### src/hw/rtl/csvfc_pkg.sv
// ----------------------------------------------------------------------------
// csvfc_pkg
// Shared constants, result kinds and item types of the CSV field classifier.
// ----------------------------------------------------------------------------
package csvfc_pkg;

  localparam int unsigned MAX_FIELDS   = 16;
  localparam int unsigned FIELD_CNT_W  = 5;

  localparam logic [31:0] HASH_SEED    = 32'd5381;
  localparam logic [31:0] SHORT_LIMIT  = 32'd8;
  localparam int unsigned HASH_SHIFT   = 5;

  localparam logic [7:0]  CH_COMMA     = 8'h2C;
  localparam logic [7:0]  CH_NEWLINE   = 8'h0A;
  localparam logic [7:0]  CH_QUOTE     = 8'h22;
  localparam logic [7:0]  CH_PLUS      = 8'h2B;
  localparam logic [7:0]  CH_MINUS     = 8'h2D;
  localparam logic [7:0]  CH_ZERO      = 8'h30;
  localparam logic [7:0]  CH_NINE      = 8'h39;

  localparam logic [2:0]  KIND_NULL    = 3'd0;
  localparam logic [2:0]  KIND_INT     = 3'd1;
  localparam logic [2:0]  KIND_RAW     = 3'd2;
  localparam logic [2:0]  KIND_QUOTED  = 3'd3;
  localparam logic [2:0]  KIND_ERROR   = 3'd4;
  localparam logic [2:0]  KIND_SHORT   = 3'd5;

  typedef struct packed {
    logic        mode;
    logic [7:0]  data_byte;
    logic [31:0] byte_offset;
    logic        last_in_line;
  } in_item_t;

  typedef struct packed {
    logic [2:0]         field_kind;
    logic [2:0]         short_length;
    logic [31:0]        field_hash;
    logic signed [63:0] field_value;
    logic [31:0]        string_offset;
    logic [31:0]        string_length;
    logic [3:0]         field_number;
    logic               line_done;
  } out_item_t;

endpackage

### src/hw/rtl/csv_field_classifier.sv
// ----------------------------------------------------------------------------
// csv_field_classifier
// A result passes from the input register through the parser into the result register.
// Throughput: one byte item per cycle while no null fill runs and out_ready
// does not stall; the result register and output handshake set that figure,
// one result leaving per cycle. At a line end each missing field gives a null
// result. Reset (synchronous, rst_n low) empties both registers, clears the line
// state and sets the field count nf_r to 16.
// ----------------------------------------------------------------------------
module csv_field_classifier
  import csvfc_pkg::*;
(
  input  logic                   clk,
  input  logic                   rst_n,
  input  logic                   cfg_wr_en,
  input  logic [FIELD_CNT_W-1:0] cfg_wr_data,
  input  logic                   in_valid,
  output logic                   in_ready,
  input  in_item_t               in_data,
  output logic                   out_valid,
  input  logic                   out_ready,
  output out_item_t              out_data
);

  logic      take;
  logic      item_vld;
  in_item_t  item;
  logic      adv;
  logic      res_vld;
  out_item_t res;

  csvfc_in_reg u_in_reg (
    .clk      (clk),
    .rst_n    (rst_n),
    .in_valid (in_valid),
    .in_ready (in_ready),
    .in_data  (in_data),
    .take     (take),
    .item_vld (item_vld),
    .item     (item)
  );

  csvfc_parser u_parser (
    .clk         (clk),
    .rst_n       (rst_n),
    .cfg_wr_en   (cfg_wr_en),
    .cfg_wr_data (cfg_wr_data),
    .item_vld    (item_vld),
    .item        (item),
    .adv         (adv),
    .take        (take),
    .res_vld     (res_vld),
    .res         (res)
  );

  csvfc_out_reg u_out_reg (
    .clk       (clk),
    .rst_n     (rst_n),
    .res_vld   (res_vld),
    .res       (res),
    .adv       (adv),
    .out_valid (out_valid),
    .out_ready (out_ready),
    .out_data  (out_data)
  );

endmodule

### src/hw/rtl/csvfc_in_reg.sv
// ----------------------------------------------------------------------------
// csvfc_in_reg
// Input register that holds one item until the parser consumes it.
// ----------------------------------------------------------------------------
module csvfc_in_reg
  import csvfc_pkg::*;
(
  input  logic     clk,
  input  logic     rst_n,
  input  logic     in_valid,
  output logic     in_ready,
  input  in_item_t in_data,
  input  logic     take,
  output logic     item_vld,
  output in_item_t item
);

  logic     vld_r;
  logic     vld_nxt;
  in_item_t item_r;

  assign in_ready = !vld_r || take;
  assign vld_nxt  = in_ready ? in_valid : vld_r;

  always_ff @(posedge clk) begin
    if (!rst_n) begin
      vld_r <= 1'b0;
    end else begin
      vld_r <= vld_nxt;
    end
  end

  always_ff @(posedge clk) begin
    if (in_valid && in_ready) begin
      item_r <= in_data;
    end
  end

  assign item_vld = vld_r;
  assign item     = item_r;

endmodule

### src/hw/rtl/csvfc_parser.sv
// ----------------------------------------------------------------------------
// csvfc_parser
// Field state, per-byte parsing, field close and null fill at line end.
// ----------------------------------------------------------------------------
module csvfc_parser
  import csvfc_pkg::*;
(
  input  logic                   clk,
  input  logic                   rst_n,
  input  logic                   cfg_wr_en,
  input  logic [FIELD_CNT_W-1:0] cfg_wr_data,
  input  logic                   item_vld,
  input  in_item_t               item,
  input  logic                   adv,
  output logic                   take,
  output logic                   res_vld,
  output out_item_t              res
);

  localparam logic [1:0] PH_START      = 2'd0;
  localparam logic [1:0] PH_RAW        = 2'd1;
  localparam logic [1:0] PH_QUOTED     = 2'd2;
  localparam logic [1:0] PH_QUOTE_SEEN = 2'd3;

  typedef struct packed {
    logic [1:0]  phase;
    logic [31:0] clen;
    logic [31:0] hash;
    logic        neg;
    logic [63:0] sv;
    logic        ip;
    logic        quoted;
    logic        sdq;
    logic [63:0] sbytes;
    logic [31:0] cstart;
  } fstate_t;

  localparam fstate_t FIELD_CLEAR = '{
    phase:  PH_START,
    clen:   32'd0,
    hash:   HASH_SEED,
    neg:    1'b0,
    sv:     64'd0,
    ip:     1'b1,
    quoted: 1'b0,
    sdq:    1'b0,
    sbytes: 64'd0,
    cstart: 32'd0
  };

  fstate_t                st_r, st_nxt, s1;
  logic [FIELD_CNT_W-1:0] fe_r, fe_nxt, fe1;
  logic [FIELD_CNT_W-1:0] nf_r, cnt;
  logic                   fill_r, fill_nxt;
  logic                   step, gate, eol, sep, qt;
  logic                   do_close, do_err, close_now, emit;
  logic [7:0]             b;

  function automatic fstate_t add_byte(fstate_t s, logic [7:0] c);
    fstate_t     r;
    logic [31:0] ext;
    logic        dig;
    logic [63:0] dv;
    r   = s;
    ext = {{24{c[7]}}, c};
    dig = (c >= CH_ZERO) && (c <= CH_NINE);
    dv  = {56'd0, c - CH_ZERO};
    if (s.clen < SHORT_LIMIT) begin
      r.sbytes[{s.clen[2:0], 3'b000} +: 8] = c;
    end
    if (s.clen != '1) begin
      r.clen = s.clen + 32'd1;
    end
    r.hash = ((s.hash << HASH_SHIFT) + s.hash) ^ ext;
    if (s.ip) begin
      if (s.clen == 32'd0) begin
        if (c == CH_PLUS) begin
          r.neg = 1'b0;
        end else if (c == CH_MINUS) begin
          r.neg = 1'b1;
        end else if (dig) begin
          r.sv = dv;
        end else begin
          r.ip = 1'b0;
        end
      end else if (dig) begin
        // The running value carries its sign, so no negation is needed at close.
        r.sv = (s.sv << 3) + (s.sv << 1) + (s.neg ? (64'd0 - dv) : dv);
      end else begin
        r.ip = 1'b0;
      end
    end
    return r;
  endfunction

  function automatic out_item_t mk_res(logic [2:0] kind, logic [FIELD_CNT_W-1:0] fe,
                                       logic [FIELD_CNT_W-1:0] n);
    out_item_t r;
    r              = '0;
    r.field_kind   = kind;
    r.field_number = fe[3:0];
    r.line_done    = (fe + FIELD_CNT_W'(1)) == n;
    return r;
  endfunction

  function automatic out_item_t close_res(fstate_t s, logic [FIELD_CNT_W-1:0] fe,
                                          logic [FIELD_CNT_W-1:0] n);
    out_item_t r;
    r = mk_res(KIND_NULL, fe, n);
    if (s.clen == 32'd0 && !s.quoted) begin
      r.field_kind = KIND_NULL;
    end else if (s.ip) begin
      r.field_kind  = KIND_INT;
      r.field_hash  = s.hash;
      r.field_value = s.sv;
    end else if (s.clen < SHORT_LIMIT) begin
      r.field_kind   = KIND_SHORT;
      r.short_length = s.clen[2:0];
      r.field_hash   = s.hash;
      r.field_value  = s.sbytes;
    end else begin
      r.field_kind    = s.sdq ? KIND_QUOTED : KIND_RAW;
      r.field_hash    = s.hash;
      r.string_offset = s.cstart;
      r.string_length = s.clen;
    end
    return r;
  endfunction

  assign cnt = (nf_r == '0) ? FIELD_CNT_W'(1) :
               (nf_r > FIELD_CNT_W'(MAX_FIELDS)) ? FIELD_CNT_W'(MAX_FIELDS) : nf_r;

  assign step = adv && (fill_r || item_vld);
  assign take = adv && !fill_r && item_vld;
  assign b    = item.data_byte;
  assign sep  = (b == CH_COMMA) || (b == CH_NEWLINE);
  assign qt   = (b == CH_QUOTE);
  assign eol  = item.mode || item.last_in_line;
  assign gate = fe_r < cnt;

  always_comb begin
    s1       = st_r;
    do_close = 1'b0;
    do_err   = 1'b0;
    if (!item.mode && gate) begin
      unique case (st_r.phase)
        PH_START: begin
          if (sep) begin
            do_close = 1'b1;
          end else if (qt) begin
            s1.quoted = 1'b1;
            s1.ip     = 1'b0;
            s1.cstart = item.byte_offset + 32'd1;
            s1.phase  = PH_QUOTED;
          end else begin
            s1        = add_byte(st_r, b);
            s1.cstart = item.byte_offset;
            s1.phase  = PH_RAW;
          end
        end
        PH_RAW: begin
          if (sep) begin
            do_close = 1'b1;
          end else begin
            s1 = add_byte(st_r, b);
          end
        end
        PH_QUOTED: begin
          if (qt) begin
            s1.phase = PH_QUOTE_SEEN;
          end else begin
            s1 = add_byte(st_r, b);
          end
        end
        PH_QUOTE_SEEN: begin
          if (qt) begin
            s1       = add_byte(st_r, b);
            s1.sdq   = 1'b1;
            s1.phase = PH_QUOTED;
          end else if (sep) begin
            do_close = 1'b1;
          end else begin
            do_err = 1'b1;
          end
        end
      endcase
    end
  end

  assign close_now = do_close || (eol && s1.phase != PH_START);
  assign emit      = gate && (do_err || close_now);
  assign fe1       = fe_r + {{(FIELD_CNT_W-1){1'b0}}, emit};

  always_comb begin
    st_nxt   = st_r;
    fe_nxt   = fe_r;
    fill_nxt = fill_r;
    res      = mk_res(KIND_NULL, fe_r, cnt);
    res_vld  = 1'b0;
    if (fill_r) begin
      res_vld = step;
      if (step) begin
        if ((fe_r + FIELD_CNT_W'(1)) >= cnt) begin
          fe_nxt   = '0;
          fill_nxt = 1'b0;
        end else begin
          fe_nxt = fe_r + FIELD_CNT_W'(1);
        end
      end
    end else begin
      res     = do_err ? mk_res(KIND_ERROR, fe_r, cnt) : close_res(s1, fe_r, cnt);
      res_vld = step && emit;
      if (step) begin
        st_nxt = (do_err || close_now || eol) ? FIELD_CLEAR : s1;
        if (eol) begin
          fe_nxt   = (fe1 < cnt) ? fe1 : '0;
          fill_nxt = fe1 < cnt;
        end else begin
          fe_nxt = fe1;
        end
      end
    end
  end

  always_ff @(posedge clk) begin
    if (!rst_n) begin
      st_r   <= FIELD_CLEAR;
      fe_r   <= '0;
      fill_r <= 1'b0;
      nf_r   <= FIELD_CNT_W'(MAX_FIELDS);
    end else begin
      st_r   <= st_nxt;
      fe_r   <= fe_nxt;
      fill_r <= fill_nxt;
      if (cfg_wr_en) begin
        nf_r <= cfg_wr_data;
      end
    end
  end

  a_fe_bound: assert property (@(posedge clk) disable iff (!rst_n)
    fe_r <= FIELD_CNT_W'(MAX_FIELDS))
    else $error("Field counter exceeds the maximum field count.");

  a_fill_clear: assert property (@(posedge clk) disable iff (!rst_n)
    fill_r |-> (st_r.phase == PH_START))
    else $error("Null fill runs while a field is open.");

  a_quote_state: assert property (@(posedge clk) disable iff (!rst_n)
    (st_r.phase == PH_QUOTED || st_r.phase == PH_QUOTE_SEEN || st_r.sdq) |-> st_r.quoted)
    else $error("Quoted phase without a quoted field.");

  a_fill_emit: assert property (@(posedge clk) disable iff (!rst_n)
    (fill_r && adv) |-> (res_vld && !take))
    else $error("Null fill step did not produce a result.");

  a_reset: assert property (@(posedge clk)
    !rst_n |=> (!fill_r && fe_r == '0))
    else $error("Line state not cleared by reset.");

endmodule

### src/hw/rtl/csvfc_out_reg.sv
// ----------------------------------------------------------------------------
// csvfc_out_reg
// Result register that decouples the parser from the result channel.
// ----------------------------------------------------------------------------
module csvfc_out_reg
  import csvfc_pkg::*;
(
  input  logic      clk,
  input  logic      rst_n,
  input  logic      res_vld,
  input  out_item_t res,
  output logic      adv,
  output logic      out_valid,
  input  logic      out_ready,
  output out_item_t out_data
);

  logic      vld_r;
  out_item_t data_r;

  assign adv = !vld_r || out_ready;

  always_ff @(posedge clk) begin
    if (!rst_n) begin
      vld_r <= 1'b0;
    end else if (adv) begin
      vld_r <= res_vld;
    end
  end

  always_ff @(posedge clk) begin
    if (adv && res_vld) begin
      data_r <= res;
    end
  end

  assign out_valid = vld_r;
  assign out_data  = data_r;

endmodule

### config.mk
export PLATFORM = sky130hd
export DESIGN_NAME = csv_field_classifier
export DESIGN_NICKNAME = d
export VERILOG_FILES = /design/src/hw/rtl/csvfc_pkg.sv /design/src/hw/rtl/csv_field_classifier.sv /design/src/hw/rtl/csvfc_in_reg.sv /design/src/hw/rtl/csvfc_parser.sv /design/src/hw/rtl/csvfc_out_reg.sv
export SDC_FILE = /design/constraint.sdc
export NUM_CORES = 1
export LEC_CHECK = 0
export BUFFER_PORTS_ARGS = -buffer_cell sky130_fd_sc_hd__buf_4
export CORE_MARGIN = 2
export CORE_UTILIZATION = 40
export DETAILED_ROUTE_END_ITERATION = 12
export GPL_ROUTABILITY_DRIVEN = 0
export PLACE_DENSITY = 0.66
export SLEW_MARGIN = 20
export SYNTH_ARGS = -nofsm -noshare
export SYNTH_HDL_FRONTEND = slang
export SYNTH_SLANG_ARGS = --single-unit
### constraint.sdc
create_clock -name clk -period 17.1 [get_ports clk]
set_input_delay 0.855 -clock clk [delete_from_list [all_inputs] [get_ports clk]]
set_output_delay 0.855 -clock clk [all_outputs]
set_load 0.02 [all_outputs]
Word-level counts from Yosys, hierarchy flattened. Index checks and enable logic that the tools add are counted. Widths: inputs -> output; s select.

Register bits after elaboration: 456. Bits in latches: 0. RAM bits: 0. Bits in read-only memories: 0. Input bits: 52. Logic and storage cells: 165. Memories: 0.

Add/sub/neg operators: 10. Multipliers: 0. Div/mod/pow operators: 0. Order comparisons: 8. Eq/ne operators: 15. Shift operators: 2. Mux-type cells: 62. Bitwise operators: 3. Reductions and logical operators: 36.

Operators by type and width (number): $mux 230 (4); $pmux 230 s4 (1); $mux 64 (9); $mux 228 (2); $mux 65 (3); $mux 171 (1); $mux 163 (1); $mux 129 (1); $add 64x64->64 (2); $mux 66 (1); $add 32x1->32 const B (2); $bwmux 64 (1); $logic_not 32->1 (2); $lt 32x4->1 const B (2); $mux 32 (2); $shift 8x8->64 const A (1); $shiftx 8x8->64 (1); $mux 5 (9); $add 32x32->32 (1); $eq 8x6->1 const B (4); $ne 32x32->1 const B (1); $xor 32x32->32 (1); $mux 1 (18); $mux 3 (5); other kinds (30) (61).

Longest topological paths before layout. Gate-level depths: netlist of run 1.

Word-level depth: 22. Depth in mapped cells: 23. Mapped depth without buffers: 20.

Modules after synthesis. From an unflattened synthesis of run 1, not the netlist that was laid out.

Cells, all modules: 3322. Area, all modules: 29565.9 um^2.

Modules (own cells, without submodules): csvfc_parser (times used 1, cells an instance 3099, area an instance 23054.6 um^2, seq. area each 4824.6 um^2); csvfc_out_reg (times used 1, cells an instance 176, area an instance 5192.5 um^2, seq. area each 5154.9 um^2); csvfc_in_reg (times used 1, cells an instance 47, area an instance 1318.8 um^2, seq. area each 1281.2 um^2).

Worst setup path after synthesis of run 1. Ideal clock, no wire load.

Kind: reg-to-reg. Start point: reg u_in_reg.item_r (netlist bit u_in_reg.item[37]). End point: reg u_out_reg.data_r (netlist bit u_out_reg.out_data[0]) (enable). Data arrival time: 5.972 ns. Data required time: 16.553 ns. Path slack: 10.581 ns. Cell stages (with the launch flop): 11. Buffers on the path: 1. Period minus slack after synthesis: 6.519 ns. Cell sequence: edfxtp_1 > clkbuf_1 > inv_1 > ha_1 > and4bb_2 > a32oi_1 > nor2b_1 > a21oi_1 > a21oi_1 > a211oi_1 > o21a_1.

Longest elaborated chain between the ends: 13. Elaborated cells between the ends (all ways): 26.

Ends and longest elaborated chain: from (decl) (RTL line csvfc_in_reg.sv:20) `in_item_t item_r;`; from (signal assigned) (RTL line csvfc_in_reg.sv:35) `item_r <= in_data;`; $eq 8x6->1 (tied with other cells) (RTL line csvfc_parser.sv:137) `assign qt = (b == CH_QUOTE);`; $mux 2 / $logic_or 1x1->1 (equally long branches) (RTL line csvfc_parser.sv:150, csvfc_parser.sv:136); $mux 230 (RTL line csvfc_parser.sv:148) `if (sep) begin`; $pmux 230 s4 (RTL line csvfc_parser.sv:146) `unique case (st_r.phase)`; $mux 230 (RTL line csvfc_parser.sv:145) `if (!item.mode && gate) begin`; $reduce_bool 2->1 (RTL line csvfc_parser.sv:190) `assign close_now = do_close || (eol && s1.phase != PH_START);`; $logic_and 1x1->1 (RTL line csvfc_parser.sv:190); $logic_or 1x1->1 (RTL line csvfc_parser.sv:190); $logic_or 1x1->1 * (RTL line csvfc_parser.sv:191) `assign emit = gate && (do_err || close_now);`; $logic_and 1x1->1 * (RTL line csvfc_parser.sv:191); $logic_and 1x1->1 * (RTL line csvfc_parser.sv:212) `res_vld = step && emit;`; $mux 1 * (RTL line csvfc_parser.sv:200) `if (fill_r) begin`; $logic_and 1x1->1 * (RTL line csvfc_out_reg.sv:32) `if (adv && res_vld) begin`; to (signal assigned) (RTL line csvfc_out_reg.sv:33) `data_r <= res;`; to (decl) (RTL line csvfc_out_reg.sv:19) `out_item_t data_r;`.

Mark *: on every way between the ends. The rest lies on a longest branch, timed or not. The select of a mux whose other input is x is not followed. A chain may end at the register's enable or synchronous reset.

Worst setup path in the final report of run 1.
Start point: reg u_in_reg.item_r (netlist bit u_in_reg.item[38]). End point: reg u_out_reg.data_r (netlist bit u_out_reg.out_data[131]) (data pin).

Longest elaborated chain between the ends: 12. Elaborated cells between the ends (all ways): 43.

Ends and longest elaborated chain: $sub 8x6->8 (tied with other cells) (RTL line csvfc_parser.sv:67) `dv = {56'd0, c - CH_ZERO};`; $sub 1x8->9 / $logic_and 1x1->1 (equally long branches) (RTL line csvfc_parser.sv:88, csvfc_parser.sv:66); $mux 64 (tied with other cells) (RTL line csvfc_parser.sv:88) `r.sv = (s.sv << 3) + (s.sv << 1) + (s.neg ? (64'd0 - dv) : dv);`; $add 64x64->64 / $mux 65 (equally long branches) (RTL line csvfc_parser.sv:88, csvfc_parser.sv:79); $mux 64 / $mux 65 (equally long branches) (RTL line csvfc_parser.sv:86, csvfc_parser.sv:77); $mux 65 (RTL line csvfc_parser.sv:76) `if (s.clen == 32'd0) begin`; $mux 66 (RTL line csvfc_parser.sv:75) `if (s.ip) begin`; $mux 129 / $mux 2 (equally long branches) (RTL line csvfc_parser.sv:150) `end else if (qt) begin`; $mux 230 (RTL line csvfc_parser.sv:148); $pmux 230 s4 (RTL line csvfc_parser.sv:146); $mux 230 (RTL line csvfc_parser.sv:145); $mux 64 (RTL line csvfc_parser.sv:112) `end else if (s.ip) begin`.

Parallel ways exist; a longest one is shown, timed or not. The select of a mux whose other input is x is not followed.

==> implementation parameters, run 1 <==
Parameter                              Value

Outcome
  Run status    finished clean

Timing
  Part of the cycle the worst path needs    0.396
  Worst Skew    ~0.043 ns
  Number of pins with negative max-slew slack in the final report    0
  Tmin final    6.77 ns
  Unrepaired setup endpoints after global routing    false
  Post-route setup TNS    0 ns
  Slew at the pin with the worst max-slew slack    1.10 ns
  # setup viols final    0
  Slew HR    0.262
  FMAX    0.148 GHz
  Final hold viol count    0

Floorplanning
  Starting Density    0.405
  Std-Cell Core Area    0.0701 sq mm
  Vertical die dimension    270 microns
  Die Area    0.0731 sq mm
  Ports placed on the boundary    225
  Number of placement rows    a little under 100
  DIE WIDTH    270 microns

Worst hold path
  Launch point of the worst hold path    in_data[16]
  Cell count of the worst hold path    1
  Terminating pin of the worst hold path    u_in_reg.item[16]
  Class of the worst hold path    primary input to register

Placed design
  Port Buffer Count    224
  Total placed instance area    0.0308 sq mm
  Detail Placement HPWL    57800 microns

Yosys
  Most frequent cell after synthesis    sky130_fd_sc_hd__dfxtp_1
  Net count after synthesis    between 3000 and 4000
  Synth Register Bits    456
  Synthesized-area fraction occupied by ao, oa, aoi and oai cells    0.202
  Sequential area share after synthesis    0.397
  Synth area leaders    sky130_fd_sc_hd__edfxtp_1 23%, sky130_fd_sc_hd__dfxtp_1 17%, sky130_fd_sc_hd__ha_1 7.7%
  Syn. warnings    0
  Yosys top cell area share    0.225
  Count of different cell masters after synthesis    95
  Share of synthesized cell area in full adder, half adder and majority cells    0.0817
  Post-synthesis simple-gate area fraction    0.184
  Post-synth EDFFs    213
  Main combinational cell family by area after synthesis    compound AO/OA/AOI/OAI gates
  Post-synthesis cell area    0.0284 sq mm
  Main synth FF type    sky130_fd_sc_hd__dfxtp_1
  Synthesized instance count    3092
  Xor/xnor cell area share of the yosys netlist    0.0753
  Mux cell area share after synthesis    0.0233
  Share of flip-flops with an asynchronous set or reset after synthesis    0
  Most used standard cells in the synthesized netlist    243 x sky130_fd_sc_hd__dfxtp_1, 227 x sky130_fd_sc_hd__nor2_1, 220 x sky130_fd_sc_hd__nand2_1
  Synthesized area per cell    9.18 sq um
  Biggest area consumer among synthesized cells    sky130_fd_sc_hd__edfxtp_1

Detailed routing
  Remaining number of nets flagged by the antenna check after routing    0
  Total wire length    about 83000 microns
  WL per Instance    ~20 microns
  Number of vias per cell after detailed routing    about 5.7
  Via total after detailed routing    23700
  Count of unresolved DRC violations after routing    0
  DR iter-0 viols    1887
  First-pass iteration count of the detailed router    5

Worst setup path
  FF-to-FF setup slack    10.33 ns
  Cell at the slowest stage of the critical path    sky130_fd_sc_hd__edfxtp_1
  Critical path fanouts, max    53
  Arrival @ worst endpoint    roughly 7.1 ns
  Number of buffer and inverter instances along the worst setup path    1
  Critical Path Source Type    register
  Critical path capture point type    register
  Cell breakdown of the critical path    a21oi_1 -> xnor2_1 -> nand4_1 -> o21ai_4 -> buf_4 -> xnor2_1 -> ha_1 -> ha_1 -> nand4_1 -> a211oi_1 -> o311a_1 -> o31a_1 -> o21ai_0 -> o31ai_1 -> a21oi_1 -> o311a_1 -> a311oi_1 -> nor3_1 -> a211o_1
  Largest stage delay on the critical path    0.98 ns
  Required time of the critical path    between 15 and 20 ns
  Worst Path Class, Setup    register to register
  Worst r2r src    u_in_reg.item[38]
  Endpoint of the most critical register-to-register path    u_out_reg.out_data[131]
  Number of cells on the worst reg-to-reg path    19
  Critical path's top delay family    compound AO/OA/AOI/OAI gates

Power
  Power density relative to cell area    86.2 mW/mm^2
  Peak supply drop    between 70 and 80 uV
  Total Power Consumption    about 0.0028 W
  Static power due to leakage    between 10 and 15 nW

Final layout
  Antenna Cells    0
  Core utilization of the finished layout    0.464
  Register Area    between 0.01 and 0.015 sq mm
  Synthesis-to-finish area growth    14.8%
  Number of filler instances in the final layout    approximately 6800
  Area of the multi-input gates    0.0162 sq mm
  Net count reported at finish    between 3000 and 4000
  Fraction of layout cells with a size suffix above 1    0.122
  Fin area    0.0326 sq mm

GRT
  Global-route wire length before repair    129000 microns
  Antenna violations before repair    0
  Overall routing resource usage    0.219
  Number of global-route vias before repair    22200
  Maximum number of pins on one net before global-route repair    103
  Gr ovfl total    0

Job
  MaxCap Viol Count    0

Clock tree
  Clock-pin slew of the registers on the worst-case setup and hold paths    0.06 ns
  CTS Buffer Depth    3
  TritonCTS clock tree    yes
  Num CTS Buffers    51
  Number of levels the H-tree was split into    2
  Hold_buf cts    0
  Insertion delay of the later-clocked pin in the worst-skew pair    0.63 ns
  CTS sink cnt    approximately 460
  Root buffer cell    sky130_fd_sc_hd__clkbuf_16
  Resize count post-CTS    0
  Number of setup buffers added after CTS    0
-- cell families after synthesis --
kind of cell	after synthesis
buffers and inverters	266
adder cells (fa/ha/maj)	181
flip-flops	456
XOR/XNOR	244
multiplexers	66
AND/OR/NAND/NOR	1011
AO/OA/AOI/OAI	868
-- layout by cell type, fill, tap and decap left out, types with 14 or more instances in the layout --
cell / synthesis / final
sky130_fd_sc_hd__or3_1: 22 / 22
sky130_fd_sc_hd__nor2_1: 227 / 224
sky130_fd_sc_hd__inv_1: 63 / 63
sky130_fd_sc_hd__dfxtp_1: 243 / 243
sky130_fd_sc_hd__a211oi_1: 35 / 35
sky130_fd_sc_hd__nor3_1: 70 / 69
sky130_fd_sc_hd__o21bai_1: 14 / 14
sky130_fd_sc_hd__o22ai_1: 55 / 55
sky130_fd_sc_hd__xor2_1: 69 / 69
sky130_fd_sc_hd__o21ai_0: 166 / 165
sky130_fd_sc_hd__mux2i_1: 65 / 65
sky130_fd_sc_hd__buf_4: 4 / 255
sky130_fd_sc_hd__ha_1: 174 / 174
sky130_fd_sc_hd__o21a_1: 38 / 36
sky130_fd_sc_hd__nor2b_1: 140 / 140
sky130_fd_sc_hd__and2_1: 100 / 98
sky130_fd_sc_hd__a21oi_1: 166 / 165
sky130_fd_sc_hd__nand3_1: 69 / 69
sky130_fd_sc_hd__a31oi_1: 18 / 18
sky130_fd_sc_hd__nand2_1: 220 / 218
sky130_fd_sc_hd__clkbuf_16: 0 / 52
sky130_fd_sc_hd__edfxtp_1: 213 / 213
sky130_fd_sc_hd__and3_1: 26 / 26
sky130_fd_sc_hd__xnor2_1: 175 / 175
sky130_fd_sc_hd__nand2b_1: 17 / 17
sky130_fd_sc_hd__a22oi_1: 130 / 130
sky130_fd_sc_hd__nand4_1: 34 / 34
sky130_fd_sc_hd__nor4_1: 15 / 15
sky130_fd_sc_hd__a21o_1: 111 / 111
-- state kept, by name, summed over array words and instances (netlist names) --
| signal | cells |
|---|---|
| u_out_reg.out_data | 171 |
| u_parser.nf_r | 5 |
| u_parser.fill_r | 1 |
| u_in_reg.item | 42 |
| u_in_reg.item_vld | 1 |
| u_parser.st_r | 230 |
| u_out_reg.out_valid | 1 |
| u_parser.fe_r | 5 |
-- worst max path at each step --
stage | startpoint | to | slack [ns] | depth (start not counted)
6_report | u_in_reg.item[38] | u_out_reg.out_data[131] | 10.33 | 19
5_1_grt | u_in_reg.item[38] | u_out_reg.out_data[125] | 9.85 | 20
4_1_cts | u_in_reg.item[38] | u_out_reg.out_data[125] | 10.47 | 20
3_5_place_dp | u_in_reg.item[38] | u_out_reg.out_data[125] | 10.51 | 20
3_3_place_gp | u_in_reg.item[38] | u_out_reg.out_data[131] | 10.66 | 20
2_1_floorplan | u_in_reg.item[37] | u_out_reg.out_data[0] | 10.58 | 10
-- power breakdown --
group          switching [W]  internal [W]
logic               0.000278      0.000125
clock network       0.000474      0.000699
registers          0.0000272       0.00120
total               0.000779       0.00203
-- through the flow --
stage | hold WS, ns | worst slack [ns] | instances
after floorplan | 0.435 | 10.58 | 3092
after global placement | 0.467 | 10.66 | 4085
after detailed placement | 0.466 | 10.51 | 4085
after CTS | 0.375 | 10.47 | 4181
after global routing | 0.374 | 9.85 | 4181
final | 0.406 | 10.33 | 4181
-- per-layer routing --
metal / wire length (microns) / vias to the layer above / track usage
li1: - / 11500 / -
met1: 37000 / 11500 / 0.299
met2: 38300 / 679 / 0.355
met3: 5090 / 121 / 0.0377
met4: 2160 / 0 / 0.0630
met5: 0 / - / 0
-- area by class of cell --
type | count | share of cell area
clock buffers | 65 | 0.0424
clock inverters | 31 | 0.0132
inverters | 63 | 0.00726
multi-input cells | 2370 | 0.496
flip-flops and latches | 456 | 0.346
well taps | 940 | 0.0361
repair buffers | 256 | 0.0591
Note: power is estimated with default switching activity, not from simulation.
==> inputs of run 2 (changes only) <==
--- a/config.mk
+++ b/config.mk
@@ -5,12 +5,13 @@
 export SDC_FILE = /design/constraint.sdc
 export NUM_CORES = 1
 export LEC_CHECK = 0
+export ABC_AREA = 1
 export BUFFER_PORTS_ARGS = -buffer_cell sky130_fd_sc_hd__buf_4
 export CORE_MARGIN = 2
 export CORE_UTILIZATION = 40
 export DETAILED_ROUTE_END_ITERATION = 12
 export GPL_ROUTABILITY_DRIVEN = 0
-export PLACE_DENSITY = 0.66
+export PLACE_DENSITY = 0.68
 export SLEW_MARGIN = 20
 export SYNTH_ARGS = -nofsm -noshare
 export SYNTH_HDL_FRONTEND = slang
==> constraint.sdc (replaced) <==
create_clock -name clk -period 5.72 [get_ports clk]
set_input_delay 0.286 -clock clk [delete_from_list [all_inputs] [get_ports clk]]
set_output_delay 0.286 -clock clk [all_outputs]
set_load 0.02 [all_outputs]
==> run 2 against run 1 <==
  * Global-route usage rose by 2.4 points
  * Highest routed layer is now met5
  * Via count increased by 23%
  * First-iteration DRC count rose by 48%
  * Cell count is 29% higher
  * Clock power rose to 2.9 times the previous value
  * Worst setup slack worse by 9.9 ns
  * Critical path type unchanged
==> implementation parameters, run 2 <==
Parameter                              Value

Power
  Static power due to leakage    14.5 nW (was 12.8 nW)
  Power density relative to cell area    304 mW/mm^2 (was 86.2 mW/mm^2)
  Combinational power share    0.298 (was 0.144)
  Clk pwr share    0.320 (was 0.418)
  Internal power contribution    0.00670 W (was 0.00203 W)
  Total Power Consumption    0.0107 W (was 0.00281 W)
  Switching component of the power    0.00399 W (was 0.000779 W)
  Sequential share of power    0.383 (was 0.438)
  Switching Fraction    0.373 (was 0.278)
  Peak supply drop    292 uV (was 78.3 uV)

Outcome
  Run status    finished clean (unchanged)

Yosys
  Post-synth EDFFs    213 (unchanged)
  Sequential area share after synthesis    0.371 (was 0.397)
  Synth Register Bits    456 (unchanged)
  Post-synthesis cell area    0.0303 sq mm (was 0.0284 sq mm)
  Synthesized-area fraction occupied by ao, oa, aoi and oai cells    0.159 (was 0.202)
  Most used standard cells in the synthesized netlist    1015 x sky130_fd_sc_hd__nand2_1, 440 x sky130_fd_sc_hd__inv_1, 437 x sky130_fd_sc_hd__a21oi_1 (was 243 x sky130_fd_sc_hd__dfxtp_1, 227 x sky130_fd_sc_hd__nor2_1, 220 x sky130_fd_sc_hd__nand2_1)
  Xor/xnor cell area share of the yosys netlist    0.0494 (was 0.0753)
  Main synth FF type    sky130_fd_sc_hd__dfxtp_1 (unchanged)
  Syn. warnings    0 (unchanged)
  Most frequent cell after synthesis    sky130_fd_sc_hd__nand2_1 (was sky130_fd_sc_hd__dfxtp_1)
  Yosys top cell area share    0.211 (was 0.225)
  Share of flip-flops with an asynchronous set or reset after synthesis    0 (unchanged)
  Biggest area consumer among synthesized cells    sky130_fd_sc_hd__edfxtp_1 (unchanged)
  Synthesized area per cell    7.29 sq um (was 9.18 sq um)
  Synthesized instance count    4160 (was 3092)
  Share of synthesized cell area in full adder, half adder and majority cells    0.0764 (was 0.0817)
  Net count after synthesis    4393 (was 3325)
  Count of different cell masters after synthesis    56 (was 95)
  Main combinational cell family by area after synthesis    simple AND/OR/NAND/NOR gates (was compound AO/OA/AOI/OAI gates)
  Post-synthesis simple-gate area fraction    0.256 (was 0.184)
  Synth area leaders    sky130_fd_sc_hd__edfxtp_1 21%, sky130_fd_sc_hd__dfxtp_1 16%, sky130_fd_sc_hd__nand2_1 13% (was sky130_fd_sc_hd__edfxtp_1 23%, sky130_fd_sc_hd__dfxtp_1 17%, sky130_fd_sc_hd__ha_1 7.7%)
  Mux cell area share after synthesis    0.00363 (was 0.0233)

Floorplanning
  Ports placed on the boundary    225 (unchanged)
  DIE WIDTH    279 microns (was 270 microns)
  Number of placement rows    100 (was 97)
  Starting Density    0.406 (was 0.405)
  Die Area    0.0780 sq mm (was 0.0731 sq mm)
  Vertical die dimension    279 microns (was 270 microns)
  Std-Cell Core Area    0.0747 sq mm (was 0.0701 sq mm)

Timing
  Part of the cycle the worst path needs    0.932 (was 0.396)
  Min setup slack post-route    0.391 ns (was 10.33 ns)
  Unrepaired setup endpoints after global routing    false (unchanged)
  Tmin final    5.33 ns (was 6.77 ns)
  Final hold viol count    0 (unchanged)
  Post-route setup TNS    0 ns (unchanged)
  Slew HR    0.290 (was 0.262)
  Slew at the pin with the worst max-slew slack    1.06 ns (was 1.10 ns)
  FMAX    0.188 GHz (was 0.148 GHz)
  Number of pins with negative max-slew slack in the final report    0 (unchanged)
  Worst Skew    0.0432 ns (was 0.0430 ns)
  # setup viols final    0 (unchanged)

Final layout
  Synthesis-to-finish area growth    16.1% (was 14.8%)
  Max FFs per register    230 (unchanged)
  Fin area    0.0352 sq mm (was 0.0326 sq mm)
  Most used cells in the layout excluding fill and tap cells    1013 x sky130_fd_sc_hd__nand2_1, 439 x sky130_fd_sc_hd__inv_1, 436 x sky130_fd_sc_hd__a21oi_1 (was 255 x sky130_fd_sc_hd__buf_4, 243 x sky130_fd_sc_hd__dfxtp_1, 224 x sky130_fd_sc_hd__nor2_1)
  Most common cell after layout, fill and taps aside    sky130_fd_sc_hd__nand2_1 (was sky130_fd_sc_hd__buf_4)
  Non-filler cells in the finished layout    5381 (was 4181)
  Fraction of layout cells with a size suffix above 1    0.105 (was 0.122)
  Antenna Cells    0 (unchanged)
  Area of the multi-input gates    0.0166 sq mm (was 0.0162 sq mm)
  Net count reported at finish    4600 (was 3431)
  Register Area    0.0113 sq mm (unchanged)
  Number of filler instances in the final layout    7346 (was 6768)
  Reg with most FFs    u_parser.st_r (unchanged)

Job
  MaxCap Viol Count    0 (unchanged)

Placed design
  Port Buffer Count    224 (unchanged)
  Total placed instance area    0.0329 sq mm (was 0.0308 sq mm)
  Total placed cells including tap cells    5223 (was 4085)
  Minimum setup slack after placement    0.480 ns (was 10.51 ns)
  Detail Placement HPWL    69200 microns (was 57800 microns)

Worst hold path
  Class of the worst hold path    primary input to register (unchanged)

Detailed routing
  Number of vias per cell after detailed routing    5.43 (was 5.68)
  Via total after detailed routing    29200 (was 23700)
  DR iter-0 viols    2798 (was 1887)
  Total wire length    97000 microns (was 82600 microns)
  First-pass iteration count of the detailed router    6 (was 5)
  WL per Instance    18.0 microns (was 19.8 microns)
  Count of unresolved DRC violations after routing    0 (unchanged)
  Remaining number of nets flagged by the antenna check after routing    0 (unchanged)

GRT
  Maximum number of pins on one net before global-route repair    177 (was 103)
  Number of global-route vias before repair    27400 (was 22200)
  Global-route wire length before repair    152000 microns (was 129000 microns)
  Antenna violations before repair    3 (was 0)
  Overall routing resource usage    0.243 (was 0.219)
  Gr ovfl total    0 (unchanged)

Worst setup path
  Critical path fanouts, max    22 (was 53)
  Required time of the critical path    6.19 ns (was 17.47 ns)
  Critical Path Source Type    register (unchanged)
  Arrival @ worst endpoint    5.80 ns (was 7.13 ns)
  Critical path capture point type    register (unchanged)
  Worst Path Class, Setup    register to register (unchanged)

Clock tree
  CTS Buffer Depth    3 (unchanged)
  Num CTS Buffers    53 (was 51)
  Clock-pin slew of the registers on the worst-case setup and hold paths    0.06 ns (about the same)
  Insertion delay of the later-clocked pin in the worst-skew pair    0.65 ns (was 0.63 ns)
  TritonCTS clock tree    yes (unchanged)
  Number of levels the H-tree was split into    2 (unchanged)
  CTS sink cnt    456 (unchanged)
  Root buffer cell    sky130_fd_sc_hd__clkbuf_16 (unchanged)
==> run 2: stage by stage <==
stage	hold slack (ns)	utilization
after CTS	0.00858	0.471
after global routing	0.0217	0.471
after detailed placement	0.454	0.440
final	0.0348	0.471
after global placement	0.443	0.440
after floorplan	0.385	-
==> run 2: worst paths after layout <==
path,from,end,slack (ns),cells after the start
max,u_in_reg.item[38],u_out_reg.out_data[119],0.39,23
min,rst_n,u_parser.st_r[98],0.03,2
min reg2reg,u_parser.st_r[86],u_parser.st_r[86],0.46,2
max reg2reg,u_in_reg.item[38],u_out_reg.out_data[119],0.39,23
==> run 2: power by group through the flow <==
stage | clock network, W | logic [W] | registers (W)
detailed placement | 0 | 0.00313 | 0.00415
CTS | 0.00348 | 0.00317 | 0.00409
finish | 0.00342 | 0.00319 | 0.00409
global route | 0.00361 | 0.00345 | 0.00412
floorplan | 0 | 0.00174 | 0.00442
global placement | 0 | 0.00312 | 0.00416
==> run 2: cells by family (layout without fill, tap and decap cells) <==
group / after synthesis / after routing
and+or+nand+nor: 1836 / 1836
AOI/OAI and AO/OA: 871 / 871
buffers and inverters: 634 / 886
DFF: 456 / 456
adders and majority gates: 181 / 181
xor gates and xnor gates: 171 / 171
muxes: 11 / 11
==> run 2: cell type report <==
class                   count  area share
well taps                 969      0.0344
flip-flops and latches    456       0.320
repair buffers            327      0.0766
multi-input cells        3070       0.470
clock buffers              67      0.0403
inverters                 459      0.0493
clock inverters            33     0.00917
==> run 2: timing repair <==
item | in CTS | in global routing
gates resized for setup | 0 | 1
setup endpoints to repair | 0 | 1
buffers inserted | 0 | 1
hold endpoints to repair | 50 | 0
hold buffers | 57 | 0
==> run 2: routing by layer <==
metal,up-vias,share of wire,track usage
li1,14300,-,-
met1,13500,0.42,0.325
met3,241,0.082,0.0410
met4,4,0.046,0.106
met5,-,0.00021,0
met2,1199,0.45,0.385
==> run 2: worst max-delay path, cell delays in order, from the launching register on <==
cell and delay, ns:
sky130_fd_sc_hd__edfxtp_1 0.53, sky130_fd_sc_hd__ha_1 0.27, sky130_fd_sc_hd__xor2_1 0.31, sky130_fd_sc_hd__nand4_1 0.15, sky130_fd_sc_hd__buf_4 0.19, sky130_fd_sc_hd__nand2_8 0.17
sky130_fd_sc_hd__buf_4 0.30, sky130_fd_sc_hd__xor2_1 0.16, sky130_fd_sc_hd__inv_1 0.06, sky130_fd_sc_hd__ha_1 0.19, sky130_fd_sc_hd__o21bai_1 0.16, sky130_fd_sc_hd__ha_1 0.38
sky130_fd_sc_hd__a21oi_1 0.27, sky130_fd_sc_hd__inv_1 0.06, sky130_fd_sc_hd__a31oi_1 0.28, sky130_fd_sc_hd__o21ai_0 0.15, sky130_fd_sc_hd__a21oi_1 0.24, sky130_fd_sc_hd__nand3_1 0.27
sky130_fd_sc_hd__a21o_1 0.26, sky130_fd_sc_hd__nand2_1 0.06, sky130_fd_sc_hd__nand2_1 0.04, sky130_fd_sc_hd__o21ai_0 0.31, sky130_fd_sc_hd__nand2_1 0.15, sky130_fd_sc_hd__a21oi_1 0.20
